### src/sv/fwdrm_pkg.sv
// Shared types, constants and the motion sign table for the four-wheel ramp mixer.
// Depends on nothing; every other file of the block imports it.
package fwdrm_pkg;

    localparam int NUM_WHEELS = 4;
    localparam int SPEED_W    = 11;
    localparam int MAG_W      = 10;
    localparam int CFG_IDX_W  = 3;

    typedef logic signed [SPEED_W-1:0] speed_t;
    typedef logic [MAG_W-1:0]          mag_t;
    typedef logic [CFG_IDX_W-1:0]      cfg_idx_t;
    typedef logic [3:0]                cmd_code_t;

    // Register indexes of the configuration port.
    localparam cfg_idx_t REG_STRAIGHT = 3'd0;
    localparam cfg_idx_t REG_DIAGONAL = 3'd1;
    localparam cfg_idx_t REG_TURN     = 3'd2;
    localparam cfg_idx_t REG_RAMP     = 3'd3;

    localparam mag_t STRAIGHT_RESET = 10'd100;
    localparam mag_t DIAGONAL_RESET = 10'd100;
    localparam mag_t TURN_RESET     = 10'd100;
    localparam mag_t RAMP_RESET     = 10'd5;

    typedef enum logic [3:0] {
        CMD_STOP       = 4'd0,
        CMD_FWD        = 4'd1,
        CMD_BACK       = 4'd2,
        CMD_LEFT       = 4'd3,
        CMD_RIGHT      = 4'd4,
        CMD_FWD_LEFT   = 4'd5,
        CMD_FWD_RIGHT  = 4'd6,
        CMD_BACK_LEFT  = 4'd7,
        CMD_BACK_RIGHT = 4'd8,
        CMD_SPIN_LEFT  = 4'd9,
        CMD_SPIN_RIGHT = 4'd10
    } cmd_e;

    typedef enum logic [1:0] {
        SEL_STRAIGHT = 2'd0,
        SEL_DIAGONAL = 2'd1,
        SEL_TURN     = 2'd2,
        SEL_NONE     = 2'd3
    } mag_sel_e;

    typedef enum logic [1:0] {
        SGN_ZERO = 2'd0,
        SGN_POS  = 2'd1,
        SGN_NEG  = 2'd2
    } sgn_e;

    // Control strobes passed from the top level to the state modules.
    typedef struct packed {
        logic cmd_load;
        logic tick;
    } fwdrm_ctrl_t;

    // Which speed register sets the magnitude of a move.
    function automatic mag_sel_e move_mag_sel(input cmd_code_t code);
        mag_sel_e sel;
        unique case (code)
            CMD_FWD, CMD_BACK, CMD_LEFT, CMD_RIGHT:
                sel = SEL_STRAIGHT;
            CMD_FWD_LEFT, CMD_FWD_RIGHT, CMD_BACK_LEFT, CMD_BACK_RIGHT:
                sel = SEL_DIAGONAL;
            CMD_SPIN_LEFT, CMD_SPIN_RIGHT:
                sel = SEL_TURN;
            default:
                sel = SEL_NONE;
        endcase
        return sel;
    endfunction

    // Direction of one wheel for a move; unknown codes stop every wheel.
    function automatic sgn_e move_sign(input cmd_code_t code, input logic [1:0] wheel);
        sgn_e row [NUM_WHEELS];
        unique case (code)
            CMD_FWD:        row = '{SGN_NEG,  SGN_POS,  SGN_POS,  SGN_NEG};
            CMD_BACK:       row = '{SGN_POS,  SGN_NEG,  SGN_NEG,  SGN_POS};
            CMD_LEFT:       row = '{SGN_POS,  SGN_POS,  SGN_POS,  SGN_POS};
            CMD_RIGHT:      row = '{SGN_NEG,  SGN_NEG,  SGN_NEG,  SGN_NEG};
            CMD_FWD_LEFT:   row = '{SGN_ZERO, SGN_POS,  SGN_POS,  SGN_ZERO};
            CMD_FWD_RIGHT:  row = '{SGN_NEG,  SGN_ZERO, SGN_ZERO, SGN_NEG};
            CMD_BACK_LEFT:  row = '{SGN_POS,  SGN_ZERO, SGN_ZERO, SGN_POS};
            CMD_BACK_RIGHT: row = '{SGN_ZERO, SGN_NEG,  SGN_NEG,  SGN_ZERO};
            CMD_SPIN_LEFT:  row = '{SGN_POS,  SGN_NEG,  SGN_POS,  SGN_NEG};
            CMD_SPIN_RIGHT: row = '{SGN_NEG,  SGN_POS,  SGN_NEG,  SGN_POS};
            default:        row = '{SGN_ZERO, SGN_ZERO, SGN_ZERO, SGN_ZERO};
        endcase
        return row[wheel];
    endfunction

endpackage

### src/sv/fwdrm_targets.sv
// Target speed registers: decodes a motion command into four signed wheel targets.
// Depends on fwdrm_pkg for the sign table, speed types and control strobes.
module fwdrm_targets (
    input  logic                 clk,
    input  logic                 rst_n,
    input  fwdrm_pkg::fwdrm_ctrl_t ctrl,
    input  fwdrm_pkg::cmd_code_t command_code,
    input  fwdrm_pkg::mag_t      straight_speed,
    input  fwdrm_pkg::mag_t      diagonal_speed,
    input  fwdrm_pkg::mag_t      turn_speed,
    output fwdrm_pkg::speed_t    targets [fwdrm_pkg::NUM_WHEELS]
);
    import fwdrm_pkg::*;

    mag_t   mag;
    speed_t mag_ext;
    speed_t target_reg  [NUM_WHEELS];
    speed_t target_next [NUM_WHEELS];

    always_comb
    begin
        unique case (move_mag_sel(command_code))
            SEL_STRAIGHT: mag = straight_speed;
            SEL_DIAGONAL: mag = diagonal_speed;
            SEL_TURN:     mag = turn_speed;
            SEL_NONE:     mag = '0;
        endcase
        mag_ext = speed_t'({1'b0, mag});
    end

    for (genvar w = 0; w < NUM_WHEELS; w++)
    begin : g_wheel
        always_comb
        begin
            unique case (move_sign(command_code, 2'(w)))
                SGN_POS: target_next[w] = mag_ext;
                SGN_NEG: target_next[w] = -mag_ext;
                default: target_next[w] = '0;
            endcase
        end

        always_ff @(posedge clk or negedge rst_n)
        begin
            if (!rst_n)
            begin
                target_reg[w] <= '0;
            end
            else if (ctrl.cmd_load)
            begin
                target_reg[w] <= target_next[w];
            end
        end

        assign targets[w] = target_reg[w];
    end

endmodule

### src/sv/fwdrm_ramp.sv
// Current speed registers: on each tick every wheel steps toward its target, clamped.
// Depends on fwdrm_pkg for the speed types and control strobes.
module fwdrm_ramp (
    input  logic                   clk,
    input  logic                   rst_n,
    input  fwdrm_pkg::fwdrm_ctrl_t ctrl,
    input  fwdrm_pkg::mag_t        step_size,
    input  fwdrm_pkg::speed_t      targets [fwdrm_pkg::NUM_WHEELS],
    output fwdrm_pkg::speed_t      speeds  [fwdrm_pkg::NUM_WHEELS]
);
    import fwdrm_pkg::*;

    speed_t current_reg  [NUM_WHEELS];
    speed_t current_next [NUM_WHEELS];

    for (genvar w = 0; w < NUM_WHEELS; w++)
    begin : g_wheel
        logic signed [SPEED_W:0] cur_x;
        logic signed [SPEED_W:0] tgt_x;
        logic signed [SPEED_W:0] step_x;
        logic signed [SPEED_W:0] up;
        logic signed [SPEED_W:0] dn;

        always_comb
        begin
            cur_x  = {current_reg[w][SPEED_W-1], current_reg[w]};
            tgt_x  = {targets[w][SPEED_W-1], targets[w]};
            step_x = {2'b00, step_size};
            up     = cur_x + step_x;
            dn     = cur_x - step_x;
            if (cur_x < tgt_x)
            begin
                current_next[w] = (up > tgt_x) ? targets[w] : up[SPEED_W-1:0];
            end
            else if (cur_x > tgt_x)
            begin
                current_next[w] = (dn < tgt_x) ? targets[w] : dn[SPEED_W-1:0];
            end
            else
            begin
                current_next[w] = current_reg[w];
            end
        end

        always_ff @(posedge clk or negedge rst_n)
        begin
            if (!rst_n)
            begin
                current_reg[w] <= '0;
            end
            else if (ctrl.tick)
            begin
                current_reg[w] <= current_next[w];
            end
        end

        assign speeds[w] = current_reg[w];
    end

endmodule

### src/sv/four_wheel_drive_ramp_mixer_unit.sv
// Four-wheel ramp mixer, top level: handshakes, input register, configuration registers.
// Depends on fwdrm_pkg, fwdrm_targets and fwdrm_ramp.
//
// The block takes one request per input transfer. A motion command (req_type 0)
// looks up a sign for each of the four wheels and scales it by the straight,
// diagonal or turn speed register as they stand when the command is processed;
// codes 11 to 15 act as stop. A command produces no output transfer. A ramp tick
// (req_type 1) moves each wheel's current speed toward its target by at most
// the step size register, landing exactly on the target, and then presents the
// four current speeds as one output transfer. Requests are taken at one per clock
// cycle while no tick waits behind an untaken result: a transfer lands in the input
// register, and when it leaves, the command decode or the ramp step writes the target
// or current speed registers. The current speed registers double as the result
// register; while a result waits to be taken, commands keep flowing and only a
// further tick waits, so the sole limit on throughput is the consumer's ready.
// Configuration writes take effect at once, should only be made while no request
// is in flight, and writes to indexes above 3 are ignored.
module four_wheel_drive_ramp_mixer_unit (
    input  logic                   clk,
    input  logic                   rst_n,
    input  logic                   in_valid,
    output logic                   in_ready,
    input  logic                   req_type,
    input  fwdrm_pkg::cmd_code_t   command_code,
    output logic                   out_valid,
    input  logic                   out_ready,
    output fwdrm_pkg::speed_t      wheel0_speed,
    output fwdrm_pkg::speed_t      wheel1_speed,
    output fwdrm_pkg::speed_t      wheel2_speed,
    output fwdrm_pkg::speed_t      wheel3_speed,
    input  logic                   cfg_we,
    input  fwdrm_pkg::cfg_idx_t    cfg_index,
    input  fwdrm_pkg::mag_t        cfg_data
);
    import fwdrm_pkg::*;

    // Configuration registers.
    mag_t straight_reg;
    mag_t diagonal_reg;
    mag_t turn_reg;
    mag_t ramp_reg;

    // Input register holding one accepted request.
    logic      s1_valid_reg;
    logic      s1_tick_reg;
    cmd_code_t s1_code_reg;

    logic        out_valid_reg;
    logic        s1_go;
    logic        in_fire;
    fwdrm_ctrl_t ctrl;

    speed_t targets [NUM_WHEELS];
    speed_t speeds  [NUM_WHEELS];

    // A command can always leave the input register; a tick needs the result
    // register to be empty or being emptied in this cycle.
    assign s1_go    = s1_valid_reg && (!s1_tick_reg || !out_valid_reg || out_ready);
    assign in_ready = !s1_valid_reg || s1_go;
    assign in_fire  = in_valid && in_ready;

    assign ctrl.cmd_load = s1_go && !s1_tick_reg;
    assign ctrl.tick     = s1_go && s1_tick_reg;

    always_ff @(posedge clk or negedge rst_n)
    begin
        if (!rst_n)
        begin
            straight_reg <= STRAIGHT_RESET;
            diagonal_reg <= DIAGONAL_RESET;
            turn_reg     <= TURN_RESET;
            ramp_reg     <= RAMP_RESET;
        end
        else if (cfg_we)
        begin
            case (cfg_index)
                REG_STRAIGHT: straight_reg <= cfg_data;
                REG_DIAGONAL: diagonal_reg <= cfg_data;
                REG_TURN:     turn_reg     <= cfg_data;
                REG_RAMP:     ramp_reg     <= cfg_data;
                default:      ;
            endcase
        end
    end

    always_ff @(posedge clk or negedge rst_n)
    begin
        if (!rst_n)
        begin
            s1_valid_reg <= 1'b0;
        end
        else if (in_fire)
        begin
            s1_valid_reg <= 1'b1;
        end
        else if (s1_go)
        begin
            s1_valid_reg <= 1'b0;
        end
    end

    // Payload of the input register needs no reset.
    always_ff @(posedge clk)
    begin
        if (in_fire)
        begin
            s1_tick_reg <= req_type;
            s1_code_reg <= command_code;
        end
    end

    always_ff @(posedge clk or negedge rst_n)
    begin
        if (!rst_n)
        begin
            out_valid_reg <= 1'b0;
        end
        else if (ctrl.tick)
        begin
            out_valid_reg <= 1'b1;
        end
        else if (out_ready)
        begin
            out_valid_reg <= 1'b0;
        end
    end

    fwdrm_targets u_targets (
        .clk            (clk),
        .rst_n          (rst_n),
        .ctrl           (ctrl),
        .command_code   (s1_code_reg),
        .straight_speed (straight_reg),
        .diagonal_speed (diagonal_reg),
        .turn_speed     (turn_reg),
        .targets        (targets)
    );

    fwdrm_ramp u_ramp (
        .clk       (clk),
        .rst_n     (rst_n),
        .ctrl      (ctrl),
        .step_size (ramp_reg),
        .targets   (targets),
        .speeds    (speeds)
    );

    assign out_valid    = out_valid_reg;
    assign wheel0_speed = speeds[0];
    assign wheel1_speed = speeds[1];
    assign wheel2_speed = speeds[2];
    assign wheel3_speed = speeds[3];

endmodule

### config.mk
export PLATFORM = sky130hd
export DESIGN_NAME = four_wheel_drive_ramp_mixer_unit
export DESIGN_NICKNAME = d
export VERILOG_FILES = /design/src/sv/fwdrm_pkg.sv /design/src/sv/fwdrm_targets.sv /design/src/sv/fwdrm_ramp.sv /design/src/sv/four_wheel_drive_ramp_mixer_unit.sv
export SDC_FILE = /design/constraint.sdc
export NUM_CORES = 1
export LEC_CHECK = 0
export ABC_CLOCK_PERIOD_IN_PS = 4600
export BUFFER_PORTS_ARGS = -buffer_cell sky130_fd_sc_hd__buf_4
export CORE_ASPECT_RATIO = 1.1
export CORE_MARGIN = 5
export CORE_UTILIZATION = 29
export DETAILED_ROUTE_END_ITERATION = 12
export SKIP_LAST_GASP = 1
export SLEW_MARGIN = 10
export SYNTH_ARGS = -nofsm -noshare
export SYNTH_HDL_FRONTEND = slang
export SYNTH_SLANG_ARGS = --single-unit
### constraint.sdc
create_clock -name clk -period 4.6 [get_ports clk]
set_input_delay 0 -clock clk [delete_from_list [all_inputs] [get_ports clk]]
set_output_delay 0 -clock clk [all_outputs]
set_load 0.02 [all_outputs]
==> impl_summary.log <==
[metrics] CP max stage delay: 0.56 ns
[metrics] Final Cycle Share: 98.34%
[metrics] final slew viol count: 0
[metrics] crit path DAT: around 4.8 ns
[metrics] mean area per synthesized cell: about 8.8 sq um
[metrics] critical path's most frequent cell: sky130_fd_sc_hd__buf_4
[metrics] Fillers: around 4700
[metrics] top-area cell type share of the netlist area: 21.62%
[metrics] initial antenna violation count: 0
[metrics] proportion of layout cells with a drive suffix above 1: 19.88%
[metrics] overall die height: about 240 microns
[metrics] hold path startpoint: cfg_index[0]
[metrics] Psw: between 0.006 and 0.007 W
[metrics] all-layer global routing usage: approximately 17%
[metrics] post-synthesis adder-cell area fraction: between 20% and 30%
[metrics] number of search-and-repair iterations in the first detailed-routing pass: 5
[metrics] Gate Count Post-Synth: 1559
[metrics] Placeable Area: 46840 sq um
[metrics] slowest stage cell on the critical path: sky130_fd_sc_hd__dfstp_2
[metrics] dominant register cell in the synthesized netlist: sky130_fd_sc_hd__dfrtp_1
[metrics] Comb power frac: 75.7%
[metrics] Period minus WS final: 4.524 ns
[metrics] end of the worst register-to-register path: u_ramp.speeds[20]$_DFFE_PN0P_
[metrics] wire length of the first global-routing pass: between 70 and 80 mm
[metrics] Post-Place Cell Area: approximately 16000 sq um
[metrics] area of all placed cells without fillers: 16810 sq um
[metrics] Simple-Gate Fraction of Synth Area: about 16%
[metrics] share of synthesized area spent on multiplexers: approximately 5.5%
[metrics] Synth Warn #: 0
[metrics] maximum number of pins on one net before global-route repair: 92
[metrics] final count of negative-setup-slack endpoints: 0
[metrics] Leakage Power: around 7.5 nW
[metrics] PnR Total Power: around 0.014 W
[metrics] clock tree from TritonCTS: yes
[metrics] area delta synth->final: 22.08%
[metrics] clock latency reported for the late side of the worst-skew pair: about 0.44 ns
[metrics] largest driver fanout on the critical path: 5
[metrics] worst path required time: ~4.9 ns
[metrics] xor/xnor cell area share of the yosys netlist: 4.325%
[metrics] number of buffers created by CTS: 17
[metrics] count of antenna diodes in the layout: 0
[metrics] x dimension of the die: between 200 and 250 microns
[metrics] max_cap viols: 0
[metrics] proportion of synthesized flip-flops having asynchronous set or reset: roughly nine tenths
[metrics] switching part of the total: roughly half
[metrics] Worst setup endpoint: u_ramp.speeds[20]$_DFFE_PN0P_
[metrics] depth of the critical timing path with buffers and inverters included: 20
[metrics] worst slew slack as a fraction of its limit: between 30% and 40%
[metrics] level count of the clock H-tree: 4
[metrics] path class of the lowest-slack min-delay path: input port to register
[metrics] most frequent cell after synthesis: sky130_fd_sc_hd__ha_1
[metrics] Detailed Route Iter0 Violations: between 800 and 900
[metrics] detail-routed net length per standard cell: between 15 and 20 microns
[metrics] count of distinct cell types in the synthesized netlist: 84
[metrics] EDFF count, synth: 5
[metrics] power per unit of standard cell area: 827.1 nW/um^2
[metrics] setup slack at placement: -0.1622 ns
[metrics] depth of the worst register-to-register path: 20
[metrics] Critical Setup Path Class: register to register
[metrics] vias in the first global route: around 13000
[metrics] Port Buffer Count: a little under 70
[metrics] Int Pwr: roughly 0.0071 W
[metrics] netlist area before placement: about 14000 sq um
[metrics] number of nets produced by synthesis: 1821
[metrics] area leader, netlist: sky130_fd_sc_hd__dfrtp_1
[metrics] element type at the critical path start: register
[metrics] critical path, cell by cell: clkinvlp_4 -> ha_4 -> o21a_1 -> o311ai_2 -> buf_4 -> o22ai_2 -> o21ba_2 -> o21ai_0 -> a21oi_1 -> ha_1 -> nand4_1 -> nor2_1 -> a2111oi_1 -> buf_4 -> a41o_1 -> o22ai_1 -> and2_4 -> buf_4 -> a221o_1 -> a2bb2oi_1
[metrics] flip-flop and latch count after synthesis: between 100 and 150
[metrics] kind of cell adding the most delay to the critical path: compound AO/OA/AOI/OAI gates
[metrics] part of the Yosys area used for sequential elements: a little over a quarter
[metrics] RR Startpoint: ramp_reg[2]$_DFFE_PN1P_
[metrics] Vias: around 13000
[metrics] starting density of the core: between 20 and 30%
[metrics] worst voltage drop across the vdd grid: about 310 uV
[metrics] top cells by area, synth: sky130_fd_sc_hd__dfrtp_1, sky130_fd_sc_hd__ha_1, sky130_fd_sc_hd__mux2_2
[metrics] number of failing hold endpoints at the final stage: 0
[metrics] total DRC errors in the routed layout: 0
[metrics] clk root buf: sky130_fd_sc_hd__clkbuf_16
[metrics] Worst Setup End Kind: register
[metrics] RSZ-0062 raised after global routing: yes
[metrics] number of nets with antenna violations after detailed routing: 0
[metrics] routability congestion estimate from global placement: roughly 0.92
[metrics] placed wire-length estimate: roughly 36 mm
[metrics] # nets final: 1984
[metrics] post-route worst setup slack: between 0.07 and 0.08 ns
[metrics] upper clock frequency limit: around 220 MHz
[metrics] setup clock skew after layout: 0.01256 ns
[metrics] final core area utilization: between 30% and 40%
[metrics] average vias per placed instance: 5.340
[metrics] drt total wl: between 40 and 50 mm
[metrics] cell types with the highest counts after synthesis: sky130_fd_sc_hd__ha_1, sky130_fd_sc_hd__nand2_1, sky130_fd_sc_hd__inv_1
[metrics] Compound-Gate Fraction of Synth Area: between 20% and 30%
[metrics] Bufs and invs on worst path: 4
[metrics] aggregate global routing overflow: 0
[metrics] outcome: finished, final reports clean
[metrics] sink count of the clock tree: 145
[metrics] area of the die: between 50000 and 60000 sq um
[metrics] worst slew pin tran: slightly below 1 ns
[metrics] worst setup path start: ramp_reg[2]$_DFFE_PN1P_
[metrics] FF-to-FF setup slack: roughly 0.076 ns
[metrics] Reg clk slew, reported paths: approximately 0.060 ns
[metrics] largest buffer count on any clock path: 2
[metrics] Seq pwr share: between 10% and 20%
[metrics] number of top-level pins: 69
[metrics] combinational family with the most area after synthesis: adder cells
[metrics] proportion of power drawn by the clock network: under 10%
[metrics] row cnt: 83
==> stage by stage <==
stage | instances | hold slack, ns | setup TNS, ns
6_report | 2372 | 0.1411 | 0
5_1_grt | 2372 | 0.1358 | -0.7263
4_1_cts | 2355 | 0.1247 | 0
3_5_place_dp | 2301 | 0.1688 | -1.844
3_3_place_gp | 2301 | 0.1648 | -0.5986
2_1_floorplan | 1559 | -0.2956 | 0
==> cell type report <==
type                       instances  area [sq um]  area share [%]
clock buffer                      18         429.2           2.553
sequential                       145          3618           21.52
tap                              637         797.0           4.741
multi-input combinational       1242          9839           58.52
inverter                         123         465.4           2.768
timing repair buffer             193          1545           9.191
clock inverter                    14         117.6          0.6996
==> cells in the final DEF (no fill, tap or decap), types with 16 or more instances in the layout <==
master                          instances
sky130_fd_sc_hd__xor2_1                26
sky130_fd_sc_hd__nand3_1               24
sky130_fd_sc_hd__mux2_2                49
sky130_fd_sc_hd__mux2i_1               18
sky130_fd_sc_hd__dlygate4sd3_1         19
sky130_fd_sc_hd__o21ai_0               53
sky130_fd_sc_hd__o211ai_1              16
sky130_fd_sc_hd__inv_1                119
sky130_fd_sc_hd__nor3_1                30
sky130_fd_sc_hd__clkbuf_16             17
sky130_fd_sc_hd__xnor2_1               40
sky130_fd_sc_hd__nor2b_1               29
sky130_fd_sc_hd__o221ai_1              32
sky130_fd_sc_hd__ha_1                 225
sky130_fd_sc_hd__nand2_1              128
sky130_fd_sc_hd__a21o_1                20
sky130_fd_sc_hd__nand4_1               25
sky130_fd_sc_hd__nand2b_1              25
sky130_fd_sc_hd__dfrtp_1              118
sky130_fd_sc_hd__nor2_1               115
sky130_fd_sc_hd__a21oi_1               95
sky130_fd_sc_hd__buf_4                168
==> logic make-up after synthesis <==
kind of cell    count (synthesis)
fa+ha+maj                     239
mux                            68
flops                         145
xor+xnor                       68
buf+inv                       172
compound gates                418
simple gates                  449
==> power groups by stage <==
| stage | sequential [W] | combinational (W) | clock, W |
|---|---|---|---|
| after global placement | 0.00204 | 0.00929 | 0 |
| after floorplan | 0.00210 | 0.00628 | 0 |
| final | 0.00204 | 0.0105 | 0.00134 |
| after CTS | 0.00203 | 0.00976 | 0.00135 |
| after global routing | 0.00209 | 0.0116 | 0.00140 |
| after detailed placement | 0.00205 | 0.00946 | 0 |
==> per-layer routing <==
| layer | global-route usage, % | vias up | share of wire, % |
|---|---|---|---|
| met5 | 0 | - | 0 |
| met4 | 7.328 | 0 | 4.0 |
| met3 | 2.977 | 96 | 5.2 |
| met2 | 28.59 | 422 | 48 |
| met1 | 21.87 | 6095 | 43 |
| li1 | - | 6054 | - |
==> worst min-delay path: cells and delay by family <==
family        cells  cell delay (ns)
buf+inv           2             0.28
mux               1             0.22
simple gates      1             0.04
==> worst min path at each step <==
stage	to	slack (ns)	cells after the start
global placement	u_ramp.speeds[42]$_DFFE_PN0P_	0.16	1
CTS	straight_reg[4]$_DFFE_PN0P_	0.12	4
finish	straight_reg[3]$_DFFE_PN0P_	0.14	4
global route	straight_reg[3]$_DFFE_PN0P_	0.14	4
detailed placement	u_ramp.speeds[42]$_DFFE_PN0P_	0.17	1
floorplan	diagonal_reg[0]$_DFFE_PN0P_	-0.30	0
==> timing repair <==
| item | 4_1_cts | 5_1_grt |
|---|---|---|
| gates resized for setup | 11 | 65 |
| pin swaps | 4 | 31 |
| hold buffers | 19 | 0 |
| buffers inserted | 3 | 18 |
| setup endpoints to repair | 22 | 44 |
| endpoints found under the hold margin | 127 | 0 |
(Power assumes the default switching activity.)
